==> config.mk <==
export PLATFORM = sky130hd
export DESIGN_NAME = fixed_drop_mailer_scanner
export DESIGN_NICKNAME = d
export VERILOG_FILES = /design/src/fdms_pkg.sv /design/src/fixed_drop_mailer_scanner.sv
export SDC_FILE = /design/constraint.sdc
export NUM_CORES = 1
export LEC_CHECK = 0
export ABC_AREA = 1
export ABC_CLOCK_PERIOD_IN_PS = 2860
export BUFFER_PORTS_ARGS = -buffer_cell sky130_fd_sc_hd__buf_2
export CAP_MARGIN = 10
export CORE_ASPECT_RATIO = 1.5
export CORE_MARGIN = 2
export CORE_UTILIZATION = 45
export DETAILED_ROUTE_END_ITERATION = 6
export SYNTH_ARGS = -nofsm -noshare
export SYNTH_HDL_FRONTEND = slang
export SYNTH_SLANG_ARGS = --single-unit
==> constraint.sdc <==
create_clock -name clk_i -period 2.86 [get_ports clk_i]
set_clock_uncertainty 0.2 [all_clocks]
set_input_delay 0.286 -clock clk_i [delete_from_list [all_inputs] [get_ports clk_i]]
set_output_delay 0.286 -clock clk_i [all_outputs]
set_load 0.05 [all_outputs]
==> src/fdms_pkg.sv <==
// ---------------------------------------------------------------------------
// fdms_pkg
// Widths, codes and character-class helpers of the mailer scanner.
// ---------------------------------------------------------------------------
package fdms_pkg;

  // Offset counter width; reported offsets are its low 32 bits
  localparam int unsigned OFFSET_BITS  = 32;
  localparam int unsigned OFF_REPORT_W = 32;

  // Stream payload layout
  localparam int unsigned IN_TDATA_W   = 8;
  localparam int unsigned OUT_FIELDS_W = 1 + 2 * OFF_REPORT_W;
  localparam int unsigned OUT_TDATA_W  = ((OUT_FIELDS_W + 7) / 8) * 8;
  localparam int unsigned OUT_MAIL_LSB = 1;
  localparam int unsigned OUT_ADDR_LSB = 1 + OFF_REPORT_W;

  // Characters
  localparam logic [7:0] CH_M      = 8'h6d;
  localparam logic [7:0] CH_A      = 8'h61;
  localparam logic [7:0] CH_I      = 8'h69;
  localparam logic [7:0] CH_L      = 8'h6c;
  localparam logic [7:0] CH_LPAREN = 8'h28;
  localparam logic [7:0] CH_LBRACK = 8'h5b;
  localparam logic [7:0] CH_DOLLAR = 8'h24;
  localparam logic [7:0] CH_UNDER  = 8'h5f;
  localparam logic [7:0] CH_AT     = 8'h40;
  localparam logic [7:0] CH_DOT    = 8'h2e;
  localparam logic [7:0] CH_DASH   = 8'h2d;
  localparam logic [7:0] CH_PCT    = 8'h25;
  localparam logic [7:0] CH_PLUS   = 8'h2b;
  localparam logic [7:0] CH_DQUOTE = 8'h22;
  localparam logic [7:0] CH_SQUOTE = 8'h27;
  localparam logic [7:0] CH_SPACE  = 8'h20;
  localparam logic [7:0] CH_TAB    = 8'h09;
  localparam logic [7:0] CH_LF     = 8'h0a;
  localparam logic [7:0] CH_CR     = 8'h0d;

  // Class of the previous byte
  typedef enum logic [1:0] {
    CLS_OTHER  = 2'd0,
    CLS_QUOTE  = 2'd1,
    CLS_IDENT  = 2'd2,
    CLS_LOCALX = 2'd3
  } byte_cls_e;

  // Mail call recognizer
  typedef enum logic [4:0] {
    MAIL_IDLE = 5'b00001,
    MAIL_M    = 5'b00010,
    MAIL_MA   = 5'b00100,
    MAIL_MAI  = 5'b01000,
    MAIL_MAIL = 5'b10000
  } mail_state_e;

  // Field read recognizer
  typedef enum logic [3:0] {
    FLD_IDLE   = 4'b0001,
    FLD_DOLLAR = 4'b0010,
    FLD_NAME   = 4'b0100,
    FLD_AFTER  = 4'b1000
  } fld_state_e;

  // Field name candidates
  localparam int unsigned NM_POST    = 0;
  localparam int unsigned NM_REQUEST = 1;

  // Domain tracking flag bits
  localparam int unsigned DF_NONEMPTY  = 0;
  localparam int unsigned DF_HAS_DOT   = 1;
  localparam int unsigned DF_DOT_LATE  = 2;
  localparam int unsigned DF_TLD_ALPHA = 3;

  function automatic logic is_alpha(logic [7:0] b);
    return (b >= 8'h61 && b <= 8'h7a) || (b >= 8'h41 && b <= 8'h5a);
  endfunction

  function automatic logic is_alnum(logic [7:0] b);
    return is_alpha(b) || (b >= 8'h30 && b <= 8'h39);
  endfunction

  function automatic logic is_ident(logic [7:0] b);
    return is_alnum(b) || (b == CH_UNDER);
  endfunction

  function automatic logic is_blank(logic [7:0] b);
    return (b == CH_SPACE) || (b == CH_TAB) || (b == CH_LF) || (b == CH_CR);
  endfunction

  function automatic logic is_quote(logic [7:0] b);
    return (b == CH_DQUOTE) || (b == CH_SQUOTE);
  endfunction

  function automatic logic is_local(logic [7:0] b);
    return is_alnum(b) || (b == CH_DOT) || (b == CH_UNDER) || (b == CH_PCT) ||
           (b == CH_PLUS) || (b == CH_DASH);
  endfunction

  function automatic logic is_domain(logic [7:0] b);
    return is_alnum(b) || (b == CH_DOT) || (b == CH_DASH);
  endfunction

  function automatic logic [7:0] lower_of(logic [7:0] b);
    return (b >= 8'h41 && b <= 8'h5a) ? 8'(b + 8'd32) : b;
  endfunction

  function automatic byte_cls_e class_of(logic [7:0] b);
    if (is_quote(b)) return CLS_QUOTE;
    if (is_ident(b)) return CLS_IDENT;
    if (is_local(b)) return CLS_LOCALX;
    return CLS_OTHER;
  endfunction

  // "post", one letter per index
  function automatic logic [7:0] post_char(logic [1:0] n);
    logic [7:0] c;
    case (n)
      2'd0:    c = 8'h70;
      2'd1:    c = 8'h6f;
      2'd2:    c = 8'h73;
      default: c = 8'h74;
    endcase
    return c;
  endfunction

  // "request", one letter per index; index seven never compares
  function automatic logic [7:0] request_char(logic [2:0] n);
    logic [7:0] c;
    case (n)
      3'd0:    c = 8'h72;
      3'd1:    c = 8'h65;
      3'd2:    c = 8'h71;
      3'd3:    c = 8'h75;
      3'd4:    c = 8'h65;
      3'd5:    c = 8'h73;
      3'd6:    c = 8'h74;
      default: c = 8'h00;
    endcase
    return c;
  endfunction

endpackage

==> src/fixed_drop_mailer_scanner.sv <==
// ---------------------------------------------------------------------------
// fixed_drop_mailer_scanner
// Byte-stream scanner for a mail call, a post/request field read and a
// quoted address, reporting once per file.
// ---------------------------------------------------------------------------
// Usage:
//  - s_axis carries one file byte per transaction in tdata[7:0]; tlast marks
//    the final byte of the file.
//  - m_axis carries one result per file, on the last byte only: tdata holds
//    match_found, mail_offset and address_offset.
//  - Throughput: one byte per cycle, except while a tlast byte waits for
//    the output register. A byte is captured in an input register and the
//    three recognizers update their state from it.
//  - Two register stages; the tlast byte sets m_axis_tvalid when processed.
//  - When m_axis stalls, the result is held in the output register; bytes
//    keep flowing until the next tlast byte reaches the input register,
//    which then waits for the output register to free up.
//  - After a tlast byte all scanner state returns to its reset values, so
//    the next byte starts a new file.
//  - Reset (rst_ni low) clears the byte counter, all recognizers and both
//    valid flags; no result is pending afterwards.
//  - The byte offset counter saturates at its maximum value.
// ---------------------------------------------------------------------------
module fixed_drop_mailer_scanner (
  input  logic                             clk_i,
  input  logic                             rst_ni,
  // fields: data_byte[7:0]
  input  logic [fdms_pkg::IN_TDATA_W-1:0]  s_axis_tdata,
  input  logic                             s_axis_tlast,
  input  logic                             s_axis_tvalid,
  output logic                             s_axis_tready,
  // fields: match_found[0], mail_offset[32:1], address_offset[64:33], zeros
  output logic [fdms_pkg::OUT_TDATA_W-1:0] m_axis_tdata,
  output logic                             m_axis_tvalid,
  input  logic                             m_axis_tready
);
  import fdms_pkg::*;

  localparam logic [OFFSET_BITS-1:0] POS_MAX = '1;

  // Input register
  logic                  in_vld_q;
  logic [7:0]            in_byte_q;
  logic                  in_last_q;
  logic                  proc;

  // Output register
  logic                   out_vld_q;
  logic [OUT_TDATA_W-1:0] out_data_q, out_data_d;

  // Scanner state
  logic [OFFSET_BITS-1:0] pos_q, pos_d;
  byte_cls_e              prev_cls_q, prev_cls_d;
  mail_state_e            mail_state_q, mail_state_d;
  logic [OFFSET_BITS-1:0] mail_cand_q, mail_cand_d;
  logic                   mail_seen_q, mail_seen_d;
  logic [OFFSET_BITS-1:0] mail_first_q, mail_first_d;
  fld_state_e             fld_state_q, fld_state_d;
  logic [3:0]             fld_len_q, fld_len_d;
  logic [1:0]             fld_match_q, fld_match_d;
  logic                   fld_seen_q, fld_seen_d;
  logic                   lrun_quoted_q, lrun_quoted_d;
  logic [OFFSET_BITS-1:0] lrun_qoff_q, lrun_qoff_d;
  logic                   dom_act_q, dom_act_d;
  logic [OFFSET_BITS-1:0] cand_qoff_q, cand_qoff_d;
  logic [3:0]             dom_flags_q, dom_flags_d;
  logic [1:0]             tld_len_q, tld_len_d;
  logic                   addr_seen_q, addr_seen_d;
  logic [OFFSET_BITS-1:0] addr_first_q, addr_first_d;

  // Per-byte helpers
  logic [7:0]  lc;
  logic        mail_restart;
  fld_state_e  fld_fresh;
  logic        name_ok;
  logic        prev_local;
  logic        addr_ok;

  // Handshake: a tlast byte waits for a free output register
  assign proc          = in_vld_q && (!in_last_q || !out_vld_q || m_axis_tready);
  assign s_axis_tready = !in_vld_q || proc;
  assign m_axis_tvalid = out_vld_q;
  assign m_axis_tdata  = out_data_q;

  // Capture register
  always_ff @(posedge clk_i or negedge rst_ni) begin
    if (!rst_ni) begin
      in_vld_q <= 1'b0;
    end else if (s_axis_tready) begin
      in_vld_q <= s_axis_tvalid;
    end
  end

  always_ff @(posedge clk_i) begin
    if (s_axis_tready && s_axis_tvalid) begin
      in_byte_q <= s_axis_tdata[7:0];
      in_last_q <= s_axis_tlast;
    end
  end

  // Mail call recognizer
  always_comb begin
    lc           = lower_of(in_byte_q);
    mail_restart = (lc == CH_M) && (prev_cls_q != CLS_IDENT);
    mail_state_d = mail_state_q;
    mail_cand_d  = mail_cand_q;
    mail_seen_d  = mail_seen_q;
    mail_first_d = mail_first_q;
    case (mail_state_q)
      MAIL_M: begin
        if (lc == CH_A) begin
          mail_state_d = MAIL_MA;
        end else begin
          mail_state_d = mail_restart ? MAIL_M : MAIL_IDLE;
          if (mail_restart) mail_cand_d = pos_q;
        end
      end
      MAIL_MA: begin
        if (lc == CH_I) begin
          mail_state_d = MAIL_MAI;
        end else begin
          mail_state_d = mail_restart ? MAIL_M : MAIL_IDLE;
          if (mail_restart) mail_cand_d = pos_q;
        end
      end
      MAIL_MAI: begin
        if (lc == CH_L) begin
          mail_state_d = MAIL_MAIL;
        end else begin
          mail_state_d = mail_restart ? MAIL_M : MAIL_IDLE;
          if (mail_restart) mail_cand_d = pos_q;
        end
      end
      MAIL_MAIL: begin
        if (is_blank(in_byte_q)) begin
          mail_state_d = MAIL_MAIL;
        end else if (in_byte_q == CH_LPAREN) begin
          if (!mail_seen_q) begin
            mail_seen_d  = 1'b1;
            mail_first_d = mail_cand_q;
          end
          mail_state_d = MAIL_IDLE;
        end else begin
          mail_state_d = mail_restart ? MAIL_M : MAIL_IDLE;
          if (mail_restart) mail_cand_d = pos_q;
        end
      end
      default: begin
        mail_state_d = mail_restart ? MAIL_M : MAIL_IDLE;
        if (mail_restart) mail_cand_d = pos_q;
      end
    endcase
  end

  // Field read recognizer
  always_comb begin
    fld_fresh   = (in_byte_q == CH_DOLLAR) ? FLD_DOLLAR : FLD_IDLE;
    name_ok     = (fld_match_q[NM_POST] && (fld_len_q == 4'd4)) ||
                  (fld_match_q[NM_REQUEST] && (fld_len_q == 4'd7));
    fld_state_d = fld_state_q;
    fld_len_d   = fld_len_q;
    fld_match_d = fld_match_q;
    fld_seen_d  = fld_seen_q;
    case (fld_state_q)
      FLD_NAME: begin
        if (is_ident(in_byte_q)) begin
          if (fld_len_q >= 4'd4 || post_char(fld_len_q[1:0]) != lc) begin
            fld_match_d[NM_POST] = 1'b0;
          end
          if (fld_len_q >= 4'd7 || request_char(fld_len_q[2:0]) != lc) begin
            fld_match_d[NM_REQUEST] = 1'b0;
          end
          if (fld_len_q != 4'd15) fld_len_d = 4'(fld_len_q + 4'd1);
        end else if (name_ok && is_blank(in_byte_q)) begin
          fld_state_d = FLD_AFTER;
        end else if (name_ok && in_byte_q == CH_LBRACK) begin
          fld_seen_d  = 1'b1;
          fld_state_d = FLD_IDLE;
        end else begin
          fld_state_d = fld_fresh;
        end
      end
      FLD_AFTER: begin
        if (is_blank(in_byte_q)) begin
          fld_state_d = FLD_AFTER;
        end else if (in_byte_q == CH_LBRACK) begin
          fld_seen_d  = 1'b1;
          fld_state_d = FLD_IDLE;
        end else begin
          fld_state_d = fld_fresh;
        end
      end
      FLD_DOLLAR: begin
        if (in_byte_q == CH_UNDER) begin
          fld_state_d = FLD_NAME;
          fld_len_d   = 4'd0;
          fld_match_d = 2'b11;
        end else begin
          fld_state_d = fld_fresh;
        end
      end
      default: fld_state_d = fld_fresh;
    endcase
  end

  // Quoted address recognizer
  always_comb begin
    prev_local    = (prev_cls_q == CLS_IDENT) || (prev_cls_q == CLS_LOCALX);
    addr_ok       = is_quote(in_byte_q) && dom_flags_q[DF_HAS_DOT] &&
                    dom_flags_q[DF_DOT_LATE] && dom_flags_q[DF_TLD_ALPHA] &&
                    (tld_len_q >= 2'd2);
    dom_act_d     = dom_act_q;
    dom_flags_d   = dom_flags_q;
    tld_len_d     = tld_len_q;
    addr_seen_d   = addr_seen_q;
    addr_first_d  = addr_first_q;
    lrun_quoted_d = lrun_quoted_q;
    lrun_qoff_d   = lrun_qoff_q;
    cand_qoff_d   = cand_qoff_q;

    // domain part
    if (dom_act_q) begin
      if (is_domain(in_byte_q)) begin
        if (in_byte_q == CH_DOT) begin
          dom_flags_d               = '0;
          dom_flags_d[DF_DOT_LATE]  = dom_flags_q[DF_NONEMPTY];
          dom_flags_d[DF_HAS_DOT]   = 1'b1;
          dom_flags_d[DF_TLD_ALPHA] = 1'b1;
          tld_len_d                 = 2'd0;
        end else begin
          if (!is_alpha(in_byte_q)) dom_flags_d[DF_TLD_ALPHA] = 1'b0;
          if (tld_len_q != 2'd3) tld_len_d = 2'(tld_len_q + 2'd1);
        end
        dom_flags_d[DF_NONEMPTY] = 1'b1;
      end else begin
        if (addr_ok && !addr_seen_q) begin
          addr_seen_d  = 1'b1;
          addr_first_d = cand_qoff_q;
        end
        dom_act_d = 1'b0;
      end
    end

    // local part tracking
    if (is_quote(in_byte_q)) lrun_qoff_d = pos_q;
    if (is_local(in_byte_q) && !prev_local) lrun_quoted_d = (prev_cls_q == CLS_QUOTE);

    // '@' after a quoted local run opens a domain
    if (in_byte_q == CH_AT && prev_local && lrun_quoted_q) begin
      dom_act_d   = 1'b1;
      cand_qoff_d = lrun_qoff_q;
      dom_flags_d = '0;
      tld_len_d   = 2'd0;
    end
  end

  // Byte class and saturating offset
  assign prev_cls_d = class_of(in_byte_q);
  assign pos_d      = (pos_q == POS_MAX) ? pos_q : pos_q + 1'b1;

  // Scanner state registers; tlast returns them to reset values
  always_ff @(posedge clk_i or negedge rst_ni) begin
    if (!rst_ni) begin
      pos_q         <= '0;
      prev_cls_q    <= CLS_OTHER;
      mail_state_q  <= MAIL_IDLE;
      mail_cand_q   <= '0;
      mail_seen_q   <= 1'b0;
      mail_first_q  <= '0;
      fld_state_q   <= FLD_IDLE;
      fld_len_q     <= '0;
      fld_match_q   <= 2'b11;
      fld_seen_q    <= 1'b0;
      lrun_quoted_q <= 1'b0;
      lrun_qoff_q   <= '0;
      dom_act_q     <= 1'b0;
      cand_qoff_q   <= '0;
      dom_flags_q   <= '0;
      tld_len_q     <= '0;
      addr_seen_q   <= 1'b0;
      addr_first_q  <= '0;
    end else if (proc) begin
      if (in_last_q) begin
        pos_q         <= '0;
        prev_cls_q    <= CLS_OTHER;
        mail_state_q  <= MAIL_IDLE;
        mail_cand_q   <= '0;
        mail_seen_q   <= 1'b0;
        mail_first_q  <= '0;
        fld_state_q   <= FLD_IDLE;
        fld_len_q     <= '0;
        fld_match_q   <= 2'b11;
        fld_seen_q    <= 1'b0;
        lrun_quoted_q <= 1'b0;
        lrun_qoff_q   <= '0;
        dom_act_q     <= 1'b0;
        cand_qoff_q   <= '0;
        dom_flags_q   <= '0;
        tld_len_q     <= '0;
        addr_seen_q   <= 1'b0;
        addr_first_q  <= '0;
      end else begin
        pos_q         <= pos_d;
        prev_cls_q    <= prev_cls_d;
        mail_state_q  <= mail_state_d;
        mail_cand_q   <= mail_cand_d;
        mail_seen_q   <= mail_seen_d;
        mail_first_q  <= mail_first_d;
        fld_state_q   <= fld_state_d;
        fld_len_q     <= fld_len_d;
        fld_match_q   <= fld_match_d;
        fld_seen_q    <= fld_seen_d;
        lrun_quoted_q <= lrun_quoted_d;
        lrun_qoff_q   <= lrun_qoff_d;
        dom_act_q     <= dom_act_d;
        cand_qoff_q   <= cand_qoff_d;
        dom_flags_q   <= dom_flags_d;
        tld_len_q     <= tld_len_d;
        addr_seen_q   <= addr_seen_d;
        addr_first_q  <= addr_first_d;
      end
    end
  end

  // Result register
  always_ff @(posedge clk_i or negedge rst_ni) begin
    if (!rst_ni) begin
      out_vld_q <= 1'b0;
    end else if (proc && in_last_q) begin
      out_vld_q <= 1'b1;
    end else if (m_axis_tready) begin
      out_vld_q <= 1'b0;
    end
  end

  // Result fields packed from the final state of the file
  always_comb begin
    out_data_d    = '0;
    out_data_d[0] = mail_seen_d && fld_seen_d && addr_seen_d;
    out_data_d[OUT_MAIL_LSB +: OFF_REPORT_W] =
      mail_seen_d ? OFF_REPORT_W'(mail_first_d) : '0;
    out_data_d[OUT_ADDR_LSB +: OFF_REPORT_W] =
      addr_seen_d ? OFF_REPORT_W'(addr_first_d) : '0;
  end

  always_ff @(posedge clk_i) begin
    if (proc && in_last_q) begin
      out_data_q <= out_data_d;
    end
  end

endmodule

# After elaboration in Yosys (flattened, before gate mapping)
# Index checks and enable logic that the tools add are counted.
[op_classes]
n_addsub = 4
magnitude_cmp = 9
eq_ne = 58
mux = 107
n_reduce_logical = 71
[ops]
columns = ["operator", "count"]
rows = [
  ["32-bit 2-to-1 mux", 22],
  ["32-bit one-hot mux with 4 select lines", 1],
  ["8-bit by 6-bit == test with 1-bit output (second input constant)", 9],
  ["8-bit by 7-bit == test with 1-bit output (second input constant)", 7],
  ["4-bit 2-to-1 mux", 13],
  ["2-bit 2-to-1 mux", 21],
  ["7-bit one-hot mux with 6 select lines", 1],
  ["8-bit 2-to-1 mux", 5],
  ["3-bit inequality test (second input constant)", 11],
  ["32-bit by 1-bit adder with 32-bit output (second input constant)", 1],
  ["32-bit == test (second input constant)", 1],
  ["1-bit 2-to-1 mux", 32],
  ["8-bit by 4-bit == test with 1-bit output (second input constant)", 3],
  ["1-bit logical AND", 21],
  ["1-bit logical OR", 20],
  ["5-bit one-hot mux with 4 select lines", 1],
  ["8-bit by 7-bit >= comparator with 1-bit output (second input constant)", 2],
  ["8-bit by 7-bit less-or-equal comparator with 1-bit output (second input constant)", 2],
  ["8-bit inequality test", 2],
  ["5-bit 2-to-1 mux", 3],
  ["5-bit one-hot mux with 3 select lines", 1],
  ["5-bit AND reduction", 3],
  ["4-bit by 3-bit == test with 1-bit output (second input constant)", 3],
  ["4-bit one-hot mux with 3 select lines", 1],
  ["36 further kinds", 63],
]
[totals]
reg_bits = 296
in_bits = 13
out_inout_bits = 74
elab_cells = 277

# Logic depth before layout (Yosys ltp)
# Gate-level depths: netlist (run 1).
[logic_depth]
depth_word = 16
ltp_mapped = 17
depth_no_buf = 15

# Worst setup path before layout (run 1)
# Ideal clock, no wire load.
[synth_timing]
path_kind = "reg-to-reg"
from = "register out_vld_q, in the netlist m_axis_tvalid"
to = "register out_data_q[0], in the netlist m_axis_tdata[0], enable pin"
setup_ns = 0.421
arrival_ns = 2.603
required_time_ns = 2.239
setup_slack_ns = -0.364
path_stages_with_launch = 8
n_path_buf = 0
synth_period_minus_slack_ns = 3.224
path_cell_list = "dfrtp_1 inv_1 nor2_1 nand2_1 nand2_1 clkinv_1 nand2_1 inv_1"
[synth_via]
elab_chain_cells = 5
[synth_rtl]
columns = ["item", "line", "text"]
rows = [
  ["start: declaration", "fixed_drop_mailer_scanner.sv:48", "logic out_vld_q;"],
  ["start signal: assignment", "fixed_drop_mailer_scanner.sv:328", "out_vld_q <= 1'b0;"],
  ["start signal: assignment", "fixed_drop_mailer_scanner.sv:330", "out_vld_q <= 1'b1;"],
  ["start signal: assignment", "fixed_drop_mailer_scanner.sv:332", "out_vld_q <= 1'b0;"],
  ["1-bit zero test", "fixed_drop_mailer_scanner.sv:80", "assign proc = in_vld_q && (!in_last_q || !out_vld_q || m_axis_tready);"],
  ["1-bit logical OR (2 in series)", "fixed_drop_mailer_scanner.sv:80", ""],
  ["1-bit logical AND", "fixed_drop_mailer_scanner.sv:80", ""],
  ["1-bit logical AND", "fixed_drop_mailer_scanner.sv:347", "if (proc && in_last_q) begin"],
  ["end signal: assignment", "fixed_drop_mailer_scanner.sv:348", "out_data_q <= out_data_d;"],
  ["end: declaration", "fixed_drop_mailer_scanner.sv:49", "logic [OUT_TDATA_W-1:0] out_data_q, out_data_d;"],
]
# No other way between the ends.
# A chain may end at the register's enable or synchronous reset.

# Worst setup path after layout (run 1)
[layout_timing]
from = "register in_byte_q[3]"
to = "register mail_cand_q[5]"
[layout_via]
elab_chain_cells = 10
word_cells_on_any_way = 32
classes_between = "add/sub (1); order compare (2); eq/ne (14); mux (9); reduce/logical (6)"
[layout_rtl]
columns = ["item", "line", "text"]
rows = [
  ["start: declaration", "fixed_drop_mailer_scanner.sv:43", "logic [7:0] in_byte_q;"],
  ["start signal: assignment", "fixed_drop_mailer_scanner.sv:96", "in_byte_q <= s_axis_tdata[7:0];"],
  ["8-bit by 7-bit >= comparator with 1-bit output / 8-bit by 7-bit less-or-equal comparator with 1-bit output (equally long branches)", "fdms_pkg.sv:104", "return (b >= 8'h41 && b <= 8'h5a) ? 8'(b + 8'd32) : b;"],
  ["1-bit logical AND", "fdms_pkg.sv:104", ""],
  ["8-bit 2-to-1 mux", "fdms_pkg.sv:104", ""],
  ["8-bit by 7-bit == test with 1-bit output", "fixed_drop_mailer_scanner.sv:104", "mail_restart = (lc == CH_M) && (prev_cls_q != CLS_IDENT);"],
  ["1-bit logical AND", "fixed_drop_mailer_scanner.sv:104", ""],
  ["32-bit 2-to-1 mux (3 in series)", "--", ""],
  ["32-bit one-hot mux with 4 select lines", "--", ""],
  ["32-bit 2-to-1 mux", "--", ""],
  ["end signal: assignment", "fixed_drop_mailer_scanner.sv:306", "mail_cand_q <= mail_cand_d;"],
  ["end: declaration", "fixed_drop_mailer_scanner.sv:55", "logic [OFFSET_BITS-1:0] mail_cand_q, mail_cand_d;"],
]
# Parallel ways exist; a longest one is shown, timed or not. The select of a mux whose other input is x is not followed.

==> metrics, run 1 <==
Post CTS Setup Buffer Count=0; DRC violations left=0; Hold Crit Class=in2async; Critical Path Source Type=flip-flop; routability cong.=around 0.92; most frequent cells in the layout=nand2_1, inv_1, dfrtp_1, nor2_1, o21ai_0; Max VDD drop=0.000458 V; vias in the first global route=~11,000; area of the multi-input gates=0.00489 mm²; DRT met1 WL=roughly 14,000 µm; Crit. End Element=flip-flop; post-route ant nets=0; most common library cell in the layout ignoring fill and taps=nand2_1; Initial Util=between 40% and 50%; Detail Placement HPWL=between 20,000 and 25,000 µm; Skew-Pair Late Insertion Delay=~550 ps; combinational power share=a little over a tenth; Hold Fails Final Rpt=0; final core occ=between 50% and 60%; drt first pass iters=5; cells after synthesis=1,604; P_leak=around 7.0 nW; chip width=147 µm; Net Switching=between 2 and 2.5 mW; FILL cells=2,866; clock-pin transition on the worst setup and hold timing paths=around 60 ps; routed wl met3=about 1000 µm; overall power=roughly 9.4 mW; PwrDens=590 mW/mm²; top_reg_cell synth=dfrtp_1; RSZ-0062 raised after global routing=true; Post-synth EDFFs=74; status=completed; tightest hold margin=around 84 ps; kind of critical path=reg2reg; FF-to-FF Start=in_byte_q[3]; synth unique cells=43; H-tree depth=1; Max Freq=around 380 MHz; Slew HR=between 60% and 70%; Die ar.=around 0.032 mm²; GR Util All Layers=a little over a fifth; die height=around 220 µm; Synth warnings=0; ant diodes=0; initial antenna violation count=0; Via-to-Cell Ratio=slightly above 5; Max Used Layer=met4; gr ovfl total=0; Max clock buf depth=3; layout cells sized above 1=12.5%; CTS tree=done; Sink Count=296; final period utilization=91.1%; CTS buffer count=29; register share of total power=around 48%; P_int=roughly 7 mW; mapped cell area=roughly 0.014 mm²; FP Rows=78; Seq/Total Area, Yosys=a little under three fifths; Switching Share=about a quarter; wire per inst=between 15 and 20 µm; CTS root buf=clkbuf_16; vias=10,800; Worst Path Arrival=about 2900 ps; Post-layout nets=between 1,500 and 2,000; Post-Route Setup TNS=0 ps; Setup Viol. Count Final=0; critical path fanouts, max=32; maxcap violations=0; syn avg cell area=between 8 and 9 µm²; Place WS=~220 ps; initial DRC count=about 580; Worst-Margin Slew=588 ps; largest net degree at the start of global routing=69; fin. max-slew vios=0; global-route wire length before repair=between 50,000 and 60,000 µm; core area=between 0.03 and 0.04 mm²; final WL=roughly 34,000 µm; Top-Level Pins=87; Synth Register Bits=between 200 and 300; metal2 WL=approximately 18,000 µm; Area growth, synth to finish=15.4%; Period minus WS final=roughly 2600 ps; clock share of power=a little over two fifths; worst setup path startpoint=in_byte_q[3]; Storage cell area=about 0.008 mm²; Setup WS post-layout=roughly 260 ps; IO buf count=between 70 and 80; reg2reg path depth=13; Required @ worst endpoint=roughly 3200 ps; ys async rst share=between 70% and 80%
## repair_timing
action / 4_1_cts / 5_1_grt
endpoints found under the hold margin: 232 / 0
hold buffers: 12 / 0
setup endpoints to repair: 0 / 32
resized for setup: 0 / 1
## flip-flops by register name, indices dropped and copies added (netlist names), 2 cells and up
| signal | cells |
|---|---|
| addr_first_q | 32 |
| cand_qoff_q | 32 |
| dom_flags_q | 4 |
| fld_len_q | 4 |
| fld_match_q | 2 |
| fld_state_q | 4 |
| in_byte_q | 8 |
| lrun_qoff_q | 32 |
| m_axis_tdata | 65 |
| mail_cand_q | 32 |
| mail_first_q | 32 |
| mail_state_q | 5 |
| pos_q | 32 |
| prev_cls_q | 2 |
| tld_len_q | 2 |
## worst max-delay path: stages (launching register included)
cell and delay (ps):
edfxtp_1 570, nand2_2 150, nand2_1 140, nand3_1 80
nand2_1 80, nand2_2 70, nand2_1 80, nand2_2 100
nor2_8 170, nand3_2 120, nand2_2 170, buf_4 340
nand3_1 170, nand2_1 100
## final cells by class
type / count / area share [%]
clock buffers: 33 / 4.76
clock inverters: 20 / 1.32
inverters: 239 / 5.65
multi-input cells: 999 / 30.6
flip-flops and latches: 296 / 48.7
well taps: 400 / 3.13
repair buffers: 127 / 5.77
## power by group through the flow
stage               registers (mW)  clock network [mW]  logic [mW]
finish                        4.52                3.92       0.979
global route                  4.53                4.19        1.09
CTS                           4.52                4.02       0.989
detailed placement            4.60                   0       0.974
global placement              4.60                   0       0.969
floorplan                     4.73                   0       0.529
## metal layers
layer / GRT usage [%] / vias up
li1: - / 5385
met1: 25.5 / 5142
met2: 40.0 / 204
met3: 2.27 / 85
met4: 10.7 / 0
met5: 0 / -
## kinds of logic (layout without fill, tap and decap cells)
logic type	count (synthesis)	after routing	synth area share (%)
compound gates	287	287	11.5
xor+xnor	19	19	1.20
fa+ha+maj	13	13	1.18
flops	296	296	56.2
buf+inv	316	419	9.03
simple gates	672	673	20.8
other cells	1	7	0.0271
## per-stage QoR
stage               cell area, µm²  cells
finish                       16000   2114
global route                 16000   2114
CTS                          15900   2113
detailed placement           14900   2048
global placement             14900   2048
floorplan                    13900   1610
## worst paths after layout
path	to	slack, ps
min in group clk_i	in_byte_q[4]	250
hold reg to reg	fld_match_q[1]	260
setup / recovery	mail_cand_q[5]	260
hold / removal	addr_first_q[27]	80
setup reg to reg	mail_cand_q[5]	260
max in group asynchronous	addr_first_q[15]	1670
## synthesized netlist by cell type, types with 4 or more instances
library cell    n  share of area, %
a211oi_1        4              0.22
a21oi_1        18              0.65
buf_2           9              0.33
buf_4           8              0.43
clkbuf_1       56               1.5
dfrtp_1       218                39
dfstp_2         4              0.76
edfxtp_1       74                16
ha_1           13               1.2
inv_1         230               6.2
inv_2           8              0.22
nand2_1       337               9.1
nand2_2         9              0.41
nand3_1        77               2.8
nand4_1        22              0.99
nor2_1        166               4.5
nor2_2          6              0.27
nor3_1         35               1.3
nor4_1          8              0.36
o21ai_0       103               3.7
o21ai_1        70               2.5
o22ai_1        66               3.0
o31ai_1        15              0.81
xor2_1         18               1.1
No activity file was read; power rests on OpenSTA's default activity.
==> inputs of run 2 (changes only) <==
--- a/config.mk
+++ b/config.mk
@@ -12,6 +12,7 @@
 export CORE_ASPECT_RATIO = 1.5
 export CORE_MARGIN = 2
 export CORE_UTILIZATION = 45
+export CTS_BUF_LIST = sky130_fd_sc_hd__clkbuf_8 sky130_fd_sc_hd__clkbuf_16
 export DETAILED_ROUTE_END_ITERATION = 6
 export SYNTH_ARGS = -nofsm -noshare
 export SYNTH_HDL_FRONTEND = slang
==> run 2 against run 1 <==
Global-route usage did not move; sequential power about the same; die area unchanged; critical path type unchanged; largest power group unchanged.
==> metrics, run 2 (synthesis results as in run 1) <==
status=completed; fin. max-slew vios=0; CTS buffer count=29; routability cong.=between 0.9 and 1; Max Freq=384 MHz; Area growth, synth to finish=15.4%; final period utilization=91.0%; Setup Viol. Count Final=0; Via-to-Cell Ratio=5.12; Max VDD drop=0.000458 V; ant diodes=0; FP Rows=78; Sink Count=just under 300; largest net degree at the start of global routing=69; initial antenna violation count=0; Initial Util=45.8%; Critical Path Source Type=flip-flop; initial DRC count=around 580; most common library cell in the layout ignoring fill and taps=nand2_1; vias in the first global route=approximately 11,000; IO buf count=about 80; PwrDens=about 590 mW/mm²; gr ovfl total=0; Worst Path Arrival=around 2800 ps; Hold Crit Class=in2async; layout cells sized above 1=12.5%; Setup WS post-layout=between 200 and 300 ps; Worst-Margin Slew=roughly 600 ps; Crit path max-delay family=simple AND/OR/NAND/NOR gates; wire per inst=16.2 µm; GR Util All Layers=21.9%; Post-Route Setup TNS=0 ps; Slowest-stage cell, CP=edfxtp_1; Worst Path Buf+Inv=1; maxcap violations=0; Hold Fails Final Rpt=0; core area=0.0303 mm²; Required @ worst endpoint=just over 3000 ps; Detail Placement HPWL=between 20,000 and 25,000 µm; Place WS=~220 ps; Skew-Pair Late Insertion Delay=around 550 ps; most frequent cells in the layout=nand2_1, inv_1, dfrtp_1, nor2_1, o21ai_0; drt first pass iters=5; kind of critical path=reg2reg; Cell Count Post-Placement=between 2,000 and 2,500; crit path cell chain=nand2_2 -> nand2_1 -> nand3_1 -> nand2_1 -> nand2_2 -> nand2_1 -> nand2_2 -> nor2_8 -> nand4_2 -> nand2_2 -> nor2_4 -> buf_12 -> nand3_1 -> nand2_1; vias=10,800; Top-Level Pins=87; Max clock buf depth=3; tightest hold margin=just over 80 ps; Crit. End Element=flip-flop; chip width=between 100 and 150 µm; final WL=about 34,000 µm; CTS tree=done; die height=approximately 220 µm; Slew HR=around three fifths; global-route wire length before repair=approximately 56,000 µm; Post-layout nets=1,718; H-tree depth=1; non-filler cells, final=roughly 2,100; P_leak=around 7 nW; clock-pin transition on the worst setup and hold timing paths=approximately 60 ps; critical path fanouts, max=32; Critical Path Max Stage Delay=~570 ps; CTS root buf=clkbuf_16; Period minus WS final=between 2000 and 3000 ps; RSZ-0062 raised after global routing=true; max reg flops=65; Die ar.=around 0.032 mm²; post-route ant nets=0; DRC violations left=0
-- run 2: cell types whose count changed in the layout (fill, tap and decap cells not counted), sizes merged --
| cell | previous run | this run |
|---|---|---|
| inv | 239 | 241 |
| clkbuf | 33 | 31 |
-- run 2: report_power, final --
group	internal, mW	total [mW]	switching (mW)	leakage (nW)
sequential	4.45	4.52	0.0729	3.79
clock	2.27	3.91	1.65	0.497
combinational	0.254	0.979	0.725	2.70
total	6.97	9.41	2.44	6.98
-- run 2: stage by stage --
stage / total power, mW / utilization (%) / area [µm²]
after floorplan: 5.26 / - / 13900
after global routing: 9.80 / 52.8 / 16000
after CTS: 9.52 / 52.7 / 15900
after global placement: 5.57 / 49.1 / 14900
after detailed placement: 5.58 / 49.1 / 14900
final: 9.41 / 52.8 / 16000
-- run 2: area by class of cell --
cell class	count	area, µm²
flip-flops and latches	296	7780
inverters	239	902
clock inverters	22	218
multi-input cells	999	4890
clock buffers	31	753
repair buffers	127	921
well taps	400	500
fillers	2866	14300
-- run 2: path summary, 6_finish.rpt --
path	startpoint	to	slack, ps	cells past startpoint
max	in_byte_q[3]	mail_cand_q[5]	260	14
min	rst_ni	addr_first_q[27]	80	2
max reg2reg	in_byte_q[3]	mail_cand_q[5]	260	14
min reg2reg	fld_match_q[1]	fld_match_q[1]	260	2
max in group asynchronous	rst_ni	addr_first_q[15]	1670	3
min in group clk_i	s_axis_tdata[4]	in_byte_q[4]	240	2
-- run 2: metal layers --
metal | global-route usage [%] | wire [µm] | up-vias
li1 | - | - | 5386
met1 | 25.5 | 13600 | 5154
met2 | 40.0 | 17800 | 204
met3 | 2.27 | 985 | 85
met4 | 10.7 | 1770 | 0
met5 | 0 | 0 | -
-- run 2: timing repair --
action	4_1_cts	5_1_grt
setup endpoints to repair	0	32
hold buffers	12	0
setup buffers	0	0
hold endpoints to repair	232	0
resized for setup	0	1
